### src/design/gprc_pkg.sv
`default_nettype none
// ----------------------------------------------------------------------------
// gprc_pkg
// Types and constants of the geofence proximity check: sequencer states,
// divider jobs, register map and fixed-point constants.
// ----------------------------------------------------------------------------
package gprc_pkg;

    typedef enum logic [4:0] {
        ST_IDLE,
        ST_DIV_MUL,
        ST_DIV_BACK,
        ST_DIV_FIX,
        ST_LON,
        ST_FOLD,
        ST_COARSE,
        ST_HALVE,
        ST_COS_SQ,
        ST_COS_INIT,
        ST_DBL_SQ,
        ST_DBL_FIX,
        ST_LONG_LO,
        ST_LONG_HI,
        ST_LONG_SUM,
        ST_SQ_LAT,
        ST_SQ_LONG,
        ST_SQ_R,
        ST_DECIDE
    } t_state;

    // what the shared divide-by-constant sequence is working on
    typedef enum logic [1:0] {
        JOB_LAT,
        JOB_ANGLE,
        JOB_LONG
    } t_div_job;

    // register map, index = paddr[3:2]
    localparam logic [1:0] REG_REF_LAT = 2'd0;
    localparam logic [1:0] REG_REF_LON = 2'd1;
    localparam logic [1:0] REG_RADIUS  = 2'd2;

    // raw units per metre of latitude, and per unit of angle for the cosine
    localparam logic [14:0] DIV_DIST  = 15'd66;
    localparam logic [14:0] DIV_ANGLE = 15'd25783;

    // reciprocal multiply: q = (x * RECIP) >> SHIFT, low by at most one
    localparam int SHIFT_DIST  = 37;
    localparam int SHIFT_ANGLE = 45;
    localparam logic [63:0] RECIP_DIST_W  = (64'd1 << SHIFT_DIST) / 64'(DIV_DIST);
    localparam logic [63:0] RECIP_ANGLE_W = (64'd1 << SHIFT_ANGLE) / 64'(DIV_ANGLE);
    localparam logic [30:0] RECIP_DIST    = RECIP_DIST_W[30:0];
    localparam logic [30:0] RECIP_ANGLE   = RECIP_ANGLE_W[30:0];

    localparam logic signed [33:0] HALF_TURN  = 34'sd1327104000;
    localparam logic signed [33:0] FULL_TURN  = 34'sd2654208000;
    localparam logic [30:0]        EIGHTY_DEG = 31'd589824000;
    localparam logic signed [31:0] LON_SCALE  = 32'sd330;

    localparam logic [15:0] ANGLE_MAX = 16'd4096;
    localparam logic signed [16:0] COS_ONE = 17'sd16384;

endpackage : gprc_pkg
`default_nettype wire

### src/design/gps_radius_proximity_check_unit.sv
`default_nettype none
// ----------------------------------------------------------------------------
// gps_radius_proximity_check_unit
// Geofence test of a position against a reference point and a radius,
// computed on one shared multiplier under a small sequencer.
// ----------------------------------------------------------------------------
// One position is taken when start is high and busy is low; busy then stays
// high until the result is given. The cosine halves its angle a varying
// number of times: none below about 14.3 degrees of latitude, up to 3 at the
// poles, up to 4 for raw values beyond 90 degrees. A position rejected on
// latitude, on the coarse longitude bound or on scaled longitude finishes
// early. Every step goes through the single 34x32 signed multiplier, so its
// sequence of uses sets the latency. The result is o_is_close, valid in the
// single cycle o_done is high, which is the first cycle busy is low again;
// there is no way to hold it off, so it must be captured then. A new
// position may be started in that cycle.
// ----------------------------------------------------------------------------
module gps_radius_proximity_check_unit
    import gprc_pkg::*;
(
    input  wire logic               i_clk,
    input  wire logic               i_rst_n,
    input  wire logic               start,
    output logic                    busy,
    input  wire logic signed [30:0] i_cur_latitude,
    input  wire logic signed [31:0] i_cur_longitude,
    output logic                    o_done,
    output logic                    o_is_close,
    input  wire logic               psel,
    input  wire logic               penable,
    input  wire logic               pwrite,
    input  wire logic [3:0]         paddr,
    input  wire logic [31:0]        pwdata,
    output logic [31:0]             prdata,
    output logic                    pready
);

    // configuration
    logic signed [30:0] r_ref_lat;
    logic signed [31:0] r_ref_lon;
    logic [14:0]        r_radius;

    // control
    t_state    r_state, n_state;
    t_div_job  r_job;
    logic      r_done;
    logic      r_close;
    logic [2:0] r_n;

    // datapath
    logic [32:0]        r_x;
    logic [26:0]        r_q;
    logic signed [65:0] r_prod;
    logic [30:0]        r_lat_abs;
    logic signed [31:0] r_lon;
    logic signed [33:0] r_dlong;
    logic               r_hi_pos;
    logic [15:0]        r_a;
    logic signed [15:0] r_c;
    logic signed [32:0] r_acc;
    logic [14:0]        r_dist_lat;
    logic [14:0]        r_dist_long;

    // shared multiplier
    logic signed [33:0] mul_a;
    logic signed [31:0] mul_b;
    logic signed [65:0] mul_p;
    logic               mul_en;

    logic cfg_wr;
    logic accept;
    logic fin;
    logic fin_close;

    logic signed [32:0] lat_diff;
    logic [32:0]        lat_dabs;
    logic [30:0]        lat_abs;
    logic signed [32:0] lon_diff;
    logic [32:0]        lon_abs;
    logic [14:0]        div_sel;
    logic [30:0]        recip_sel;
    logic [26:0]        q_est;
    logic [32:0]        rem;
    logic [26:0]        q_fix;
    logic               q_over;
    logic               coarse_rej;
    logic [15:0]        a_half;
    logic [24:0]        sq_rnd;
    logic signed [15:0] cos_init;
    logic [28:0]        dbl_rnd;
    logic signed [16:0] dbl_c;
    logic signed [65:0] lo_part;
    logic signed [34:0] long_sum;
    logic signed [34:0] long_neg;
    logic [32:0]        long_abs;
    logic               is_in;

    assign busy       = (r_state != ST_IDLE);
    assign accept     = start && !busy;
    assign o_done     = r_done;
    assign o_is_close = r_close;
    assign pready     = 1'b1;
    assign cfg_wr     = psel && penable && pwrite && pready;

    // ---------------- configuration port ----------------
    always_ff @(posedge i_clk) begin
        if (!i_rst_n) begin
            r_ref_lat <= '0;
            r_ref_lon <= '0;
            r_radius  <= '0;
        end else if (cfg_wr) begin
            case (paddr[3:2])
                REG_REF_LAT: r_ref_lat <= pwdata[30:0];
                REG_REF_LON: r_ref_lon <= pwdata;
                REG_RADIUS:  r_radius  <= pwdata[14:0];
                default: ;
            endcase
        end
    end

    always_comb begin
        case (paddr[3:2])
            REG_REF_LAT: prdata = {r_ref_lat[30], r_ref_lat};
            REG_REF_LON: prdata = r_ref_lon;
            REG_RADIUS:  prdata = {17'b0, r_radius};
            default:     prdata = '0;
        endcase
    end

    // ---------------- datapath arithmetic ----------------
    assign lat_diff = 33'(r_ref_lat) - 33'(i_cur_latitude);
    assign lat_dabs = lat_diff[32] ? 33'(-lat_diff) : 33'(lat_diff);
    assign lat_abs  = i_cur_latitude[30] ? 31'(-i_cur_latitude) : 31'(i_cur_latitude);

    assign lon_diff = 33'(r_lon) - 33'(r_ref_lon);
    assign lon_abs  = lon_diff[32] ? 33'(-lon_diff) : 33'(lon_diff);

    assign div_sel   = (r_job == JOB_ANGLE) ? DIV_ANGLE : DIV_DIST;
    assign recip_sel = (r_job == JOB_ANGLE) ? RECIP_ANGLE : RECIP_DIST;
    assign q_est     = (r_job == JOB_ANGLE)
                     ? {11'b0, r_prod[SHIFT_ANGLE+15:SHIFT_ANGLE]}
                     : r_prod[SHIFT_DIST+26:SHIFT_DIST];

    // reciprocal estimate is exact or one short
    assign rem    = r_x - r_prod[32:0];
    assign q_fix  = r_q + 27'(rem >= {18'b0, div_sel});
    assign q_over = (q_fix > {12'b0, r_radius});

    assign coarse_rej = (r_lat_abs < EIGHTY_DEG)
                     && (r_dlong > $signed({10'b0, r_prod[23:0]}));

    assign a_half   = 16'(({1'b0, r_a} + 17'd1) >> 1);
    assign sq_rnd   = r_prod[24:0] + 25'd16384;
    assign cos_init = 16'(COS_ONE - $signed({7'b0, sq_rnd[24:15]}));
    assign dbl_rnd  = r_prod[28:0] + 29'd4096;
    assign dbl_c    = $signed({1'b0, dbl_rnd[28:13]}) - COS_ONE;

    assign lo_part  = r_prod >>> 14;
    assign long_sum = 35'(r_acc) + $signed(r_prod[34:0]);
    assign long_neg = -long_sum;
    assign long_abs = long_sum[34] ? long_neg[32:0] : long_sum[32:0];

    assign is_in = (r_acc <= $signed(r_prod[32:0]));

    assign mul_p = mul_a * mul_b;

    // ---------------- next state ----------------
    always_comb begin
        n_state = r_state;
        case (r_state)
            ST_IDLE:     if (start) n_state = ST_DIV_MUL;
            ST_DIV_MUL:  n_state = ST_DIV_BACK;
            ST_DIV_BACK: n_state = ST_DIV_FIX;
            ST_DIV_FIX: begin
                case (r_job)
                    JOB_LAT:   n_state = q_over ? ST_IDLE : ST_LON;
                    JOB_ANGLE: n_state = ST_HALVE;
                    JOB_LONG:  n_state = q_over ? ST_IDLE : ST_SQ_LAT;
                    default:   n_state = ST_IDLE;
                endcase
            end
            ST_LON:      n_state = ST_FOLD;
            ST_FOLD:     n_state = ST_COARSE;
            ST_COARSE:   n_state = coarse_rej ? ST_IDLE : ST_DIV_MUL;
            ST_HALVE:    n_state = (r_a > ANGLE_MAX) ? ST_HALVE : ST_COS_SQ;
            ST_COS_SQ:   n_state = ST_COS_INIT;
            ST_COS_INIT: n_state = (r_n != 3'd0) ? ST_DBL_SQ : ST_LONG_LO;
            ST_DBL_SQ:   n_state = ST_DBL_FIX;
            ST_DBL_FIX:  n_state = (r_n == 3'd1) ? ST_LONG_LO : ST_DBL_SQ;
            ST_LONG_LO:  n_state = ST_LONG_HI;
            ST_LONG_HI:  n_state = ST_LONG_SUM;
            ST_LONG_SUM: n_state = ST_DIV_MUL;
            ST_SQ_LAT:   n_state = ST_SQ_LONG;
            ST_SQ_LONG:  n_state = ST_SQ_R;
            ST_SQ_R:     n_state = ST_DECIDE;
            ST_DECIDE:   n_state = ST_IDLE;
            default:     n_state = ST_IDLE;
        endcase
    end

    // ---------------- sequencer outputs ----------------
    always_comb begin
        mul_a     = '0;
        mul_b     = '0;
        mul_en    = 1'b0;
        fin       = 1'b0;
        fin_close = 1'b0;
        case (r_state)
            ST_DIV_MUL: begin
                mul_a  = $signed({1'b0, r_x});
                mul_b  = $signed({1'b0, recip_sel});
                mul_en = 1'b1;
            end
            ST_DIV_BACK: begin
                mul_a  = $signed({7'b0, q_est});
                mul_b  = $signed({17'b0, div_sel});
                mul_en = 1'b1;
            end
            ST_DIV_FIX: fin = (r_job != JOB_ANGLE) && q_over;
            ST_LON: begin
                mul_a  = $signed({19'b0, r_radius});
                mul_b  = LON_SCALE;
                mul_en = 1'b1;
            end
            ST_COARSE: fin = coarse_rej;
            ST_COS_SQ: begin
                mul_a  = $signed({18'b0, r_a});
                mul_b  = $signed({16'b0, r_a});
                mul_en = 1'b1;
            end
            ST_DBL_SQ: begin
                mul_a  = 34'(r_c);
                mul_b  = 32'(r_c);
                mul_en = 1'b1;
            end
            ST_LONG_LO: begin
                mul_a  = $signed({20'b0, r_dlong[13:0]});
                mul_b  = 32'(r_c);
                mul_en = 1'b1;
            end
            ST_LONG_HI: begin
                mul_a  = r_dlong >>> 14;
                mul_b  = 32'(r_c);
                mul_en = 1'b1;
            end
            ST_SQ_LAT: begin
                mul_a  = $signed({19'b0, r_dist_lat});
                mul_b  = $signed({17'b0, r_dist_lat});
                mul_en = 1'b1;
            end
            ST_SQ_LONG: begin
                mul_a  = $signed({19'b0, r_dist_long});
                mul_b  = $signed({17'b0, r_dist_long});
                mul_en = 1'b1;
            end
            ST_SQ_R: begin
                mul_a  = $signed({19'b0, r_radius});
                mul_b  = $signed({17'b0, r_radius});
                mul_en = 1'b1;
            end
            ST_DECIDE: begin
                fin       = 1'b1;
                fin_close = is_in;
            end
            default: ;
        endcase
    end

    // ---------------- control registers ----------------
    always_ff @(posedge i_clk) begin
        if (!i_rst_n) begin
            r_state <= ST_IDLE;
            r_done  <= 1'b0;
            r_close <= 1'b0;
        end else begin
            r_state <= n_state;
            r_done  <= fin;
            r_close <= fin_close;
        end
    end

    // ---------------- datapath registers ----------------
    always_ff @(posedge i_clk) begin
        if (mul_en) r_prod <= mul_p;
    end

    always_ff @(posedge i_clk) begin
        if (!i_rst_n) begin
            r_n   <= '0;
            r_job <= JOB_LAT;
        end else begin
            case (r_state)
                ST_IDLE: if (accept) r_job <= JOB_LAT;
                ST_DIV_FIX: if (r_job == JOB_ANGLE) r_n <= '0;
                ST_COARSE: r_job <= JOB_ANGLE;
                ST_HALVE: if (r_a > ANGLE_MAX) r_n <= r_n + 3'd1;
                ST_DBL_FIX: r_n <= r_n - 3'd1;
                ST_LONG_SUM: r_job <= JOB_LONG;
                default: ;
            endcase
        end
    end

    always_ff @(posedge i_clk) begin
        case (r_state)
            ST_IDLE: begin
                if (accept) begin
                    r_x       <= lat_dabs;
                    r_lat_abs <= lat_abs;
                    r_lon     <= i_cur_longitude;
                end
            end
            ST_DIV_BACK: r_q <= q_est;
            ST_DIV_FIX: begin
                case (r_job)
                    JOB_LAT:   r_dist_lat  <= q_fix[14:0];
                    JOB_ANGLE: r_a         <= q_fix[15:0];
                    JOB_LONG:  r_dist_long <= q_fix[14:0];
                    default: ;
                endcase
            end
            ST_LON: begin
                r_dlong  <= $signed({1'b0, lon_abs});
                r_hi_pos <= (r_lon > 32'sd0) || (r_ref_lon > 32'sd0);
            end
            ST_FOLD: begin
                // across the 180 degree line
                if (r_hi_pos && (r_dlong > HALF_TURN)) r_dlong <= FULL_TURN - r_dlong;
            end
            ST_COARSE:   r_x <= {2'b0, r_lat_abs};
            ST_HALVE:    if (r_a > ANGLE_MAX) r_a <= a_half;
            ST_COS_INIT: r_c <= cos_init;
            ST_DBL_FIX:  r_c <= dbl_c[15:0];
            ST_LONG_HI:  r_acc <= lo_part[32:0];
            ST_LONG_SUM: r_x <= long_abs;
            ST_SQ_LONG:  r_acc <= $signed(r_prod[32:0]);
            ST_SQ_R:     r_acc <= r_acc + $signed(r_prod[32:0]);
            default: ;
        endcase
    end

    // ---------------- assertions ----------------
    a_start_busy: assert property (@(posedge i_clk) disable iff (!i_rst_n)
        accept |=> (busy && !o_done))
        else $error("accepted beat did not raise busy");

    a_done_idle: assert property (@(posedge i_clk) disable iff (!i_rst_n)
        o_done |-> !busy)
        else $error("result strobe while busy");

    a_done_pulse: assert property (@(posedge i_clk) disable iff (!i_rst_n)
        o_done |=> !o_done)
        else $error("result strobe longer than one cycle");

    a_dbl_count: assert property (@(posedge i_clk) disable iff (!i_rst_n)
        (r_state == ST_LONG_LO) |-> (r_n == 3'd0))
        else $error("cosine doubling count not exhausted");

endmodule : gps_radius_proximity_check_unit
`default_nettype wire

### config.mk
export PLATFORM = sky130hd
export DESIGN_NAME = gps_radius_proximity_check_unit
export DESIGN_NICKNAME = d
export VERILOG_FILES = /design/src/design/gprc_pkg.sv /design/src/design/gps_radius_proximity_check_unit.sv
export SDC_FILE = /design/constraint.sdc
export NUM_CORES = 2
export LEC_CHECK = 0
export BUFFER_PORTS_ARGS = -buffer_cell sky130_fd_sc_hd__buf_4
export CAP_MARGIN = 20
export CORE_ASPECT_RATIO = 0.9
export CORE_UTILIZATION = 62
export DETAILED_ROUTE_END_ITERATION = 10
export PLACE_DENSITY_LB_ADDON = 0.12
export SLEW_MARGIN = 20
export SYNTH_ARGS = -nofsm -noshare
export SYNTH_HDL_FRONTEND = slang
export SYNTH_SLANG_ARGS = --single-unit
### constraint.sdc
create_clock -name i_clk -period 19.2 [get_ports i_clk]
set_clock_uncertainty 0.2 [all_clocks]
set_input_delay 0.96 -clock i_clk [delete_from_list [all_inputs] [get_ports i_clk]]
set_output_delay 0.96 -clock i_clk [all_outputs]
set_load 0.005 [all_outputs]
==> impl_results.md <==
- Status: finished clean
- Pwr dens: around 120 nW/µm²
- Worst-path clk slew: 70 ps
- Slew Viols, Final: 0
- Die footprint: roughly 110,000 µm²
- Max-cap violations: 0
- I/O Pins: 141
- Crit path launch type: flop
- Final instance area: 71,100 µm²
- Starting density of the core: 0.629
- Nets: 9,040
- Layout fillers: 8,770
- DP Area: 69,700 µm²
- Clock Sinks: about 410
- CP most frequent cell: fa_1
- Simple-Gate Fraction of Synth Area: 0.147
- RSZ-0062 raised after global routing: no
- Fin util: 0.669
- Starting DRT DRC Count: 6,498
- Layout cells sized above 1: 0.0647
- Number of global-route vias before repair: 54,600
- Synth async-reset ratio: 0
- Initial antenna violation count: 9
- Post-route DRC: 0
- Gate Count Post-Synth: 7,409
- Max clock buf depth: 3
- H-tree levels: 2
- Footprint of the multi-input gates: 49,600 µm²
- Wire per inst: 24.3 µm
- Crit-path slowest cell: o41ai_1
- Clock root cell: clkbuf_16
- Final worst path period share: 0.683
- Yosys Warn Count: 0
- Critical Path Stages: 35
- Worst Path Required: roughly 19,000 ps
- Mux contribution to synthesized area: 0.00982
- Die Wd: 348 µm
- LEAKAGE: 33.1 nW
- Vias post-DR: 54,800
- Count of final hold-check violations: 0
- Detailed Route WL: 216 mm
- Avg Vias per Cell: roughly 6.2
- Core Box Area: between 100,000 and 150,000 µm²
- Post-synthesis sequential area ratio: 0.169
- Commonest non-fill, non-tap cell in the layout: inv_1
- CTS tree: yes
- Worst path arrival time: 13,300 ps
- Largest net degree at the start of global routing: 89
- Largest family of logic cells by synthesized area: adder cells
- CTS Hold Bufs: 0
- Mapped Avg Cell Area: 9.03 µm²
- Max IR drop VDD: 111 µV
- Post-CTS Setup Bufs: 0
- Cell family with most CP delay: adder cells
- DRT antenna net count: 0
- Post-Synth Adder-Cell Area: 0.409
- Mapped Area: roughly 67,000 µm²
- Row cnt: about 110
- Clk_lat worst skew: 630 ps
- Most frequent cells in the layout: 1,391 x inv_1, 1,096 x fa_1, 741 x nor2_1, 674 x nand2_1, 431 x ha_1
- Period minus WS final: roughly 13,000 ps
- FMAX: 76.2 MHz
- Setup TNS: 0 ps
- #FFs+latches synth: 407
- Synth Flop Type: edfxtp_1
- Xor and xnor area share after synthesis: 0.0472
- Worst Max-Slew Pin Slew: approximately 1200 ps
- GPL Wtd Cong: ~1
- Slew margin rel.: 0.202
- GR Overflow Total: 0
- Worst-path maximum fanout: 66
- Number of synthesized flops with an enable pin: ~320
- Crit path kind: flop to flop
- Final setup violation count: 0
- CP peak stage delay: 950 ps
- Cell count of the worst reg-to-reg path: 35
- Compound-Gate Fraction of Synth Area: 0.124
- Die height: 314 µm
- Mapped Nets: 9,041
- Distinct cells, synth: 104
- Crit path buf inv count: 9
- First-pass GRT wire length: 328 mm
- Hold Crit Depth: 1
- FF/Latch Area: 11,300 µm²
- HP Class: primary input to flop
- CP endpoint kind: flop
- Total track usage: 0.403
- Area growth syn-to-layout: 6.32%
- Final HPWL DP: 176 mm
- IO Port Bufs: about 140
- Cts bufs inserted: 42
- Post-CTS sizing: 0
- Drt first pass iters: 8
## state kept, by name (all words and copies together) (netlist names), 16 cells and up
| signal | flops |
|---|---|
| r_q | 27 |
| r_x | 33 |
| r_prod | 64 |
| r_lat_abs | 31 |
| r_dlong | 34 |
| r_acc | 33 |
| r_a | 16 |
| r_lon | 32 |
| r_ref_lon | 32 |
| r_ref_lat | 31 |
| r_c | 16 |
## through the flow
stage	total power [mW]	setup slack (ps)	hold slack (ps)	std cells
2_1_floorplan	5.69	8650	256	7409
3_3_place_gp	7.59	6570	287	8801
3_5_place_dp	7.68	6460	297	8801
4_1_cts	8.60	6410	282	8877
5_1_grt	9.34	5350	284	8878
6_report	8.71	6080	305	8879
## layout make-up
class | instances | share of cell area
Multi-Input combinational cell | 5330 | 0.697
Sequential cell | 407 | 0.159
Inverter | 1392 | 0.0734
Tap cell | 1437 | 0.0253
Timing Repair Buffer | 235 | 0.0248
Clock buffer | 56 | 0.0163
Clock inverter | 20 | 0.00383
Antenna cell | 2 | 0.0000703
## power by group
group          switching, mW  internal (mW)
Combinational           3.99           2.26
Clock                  0.395          0.485
Sequential             0.274           1.30
## final timing paths
kind,from,end,slack [ps]
worst max-delay path,r_state[3]$_SDFFE_PN0P_,r_prod[61]$_DFFE_PP_,6080
worst min-delay path,i_cur_longitude[14],r_lon[14]$_DFFE_PP_,310
worst max register to register,r_state[3]$_SDFFE_PN0P_,r_prod[61]$_DFFE_PP_,6080
worst min register to register,r_ref_lon[3]$_SDFFE_PN0P_,r_ref_lon[3]$_SDFFE_PN0P_,310
## cell usage after synthesis (102+ instances only)
| library cell | n | share of area |
|---|---|---|
| ha_1 | 431 | 0.081 |
| fa_1 | 1096 | 0.33 |
| a21oi_1 | 299 | 0.022 |
| nor2_1 | 745 | 0.042 |
| xnor2_1 | 264 | 0.035 |
| clkbuf_1 | 257 | 0.014 |
| inv_1 | 1391 | 0.078 |
| nand2_1 | 676 | 0.038 |
| o21ai_0 | 240 | 0.018 |
| a21o_1 | 108 | 0.012 |
| nor3_1 | 102 | 0.0076 |
| edfxtp_1 | 317 | 0.14 |
## cells by family after synthesis
logic type | after synthesis
simple gates | 2141
buf+inv | 1672
fa+ha+maj | 1528
compound gates | 1234
flops | 407
xor+xnor | 361
mux | 65
other cells | 1
## metal layers
layer | GRT usage | up-vias | wire length, µm
met5 | 0 | - | 0
met4 | 0.176 | 0 | 11000
met3 | 0.116 | 515 | 27600
met2 | 0.581 | 3005 | 91200
li1 | - | 24000 | -
met1 | 0.566 | 27300 | 86200
(Power assumes the default switching activity.)
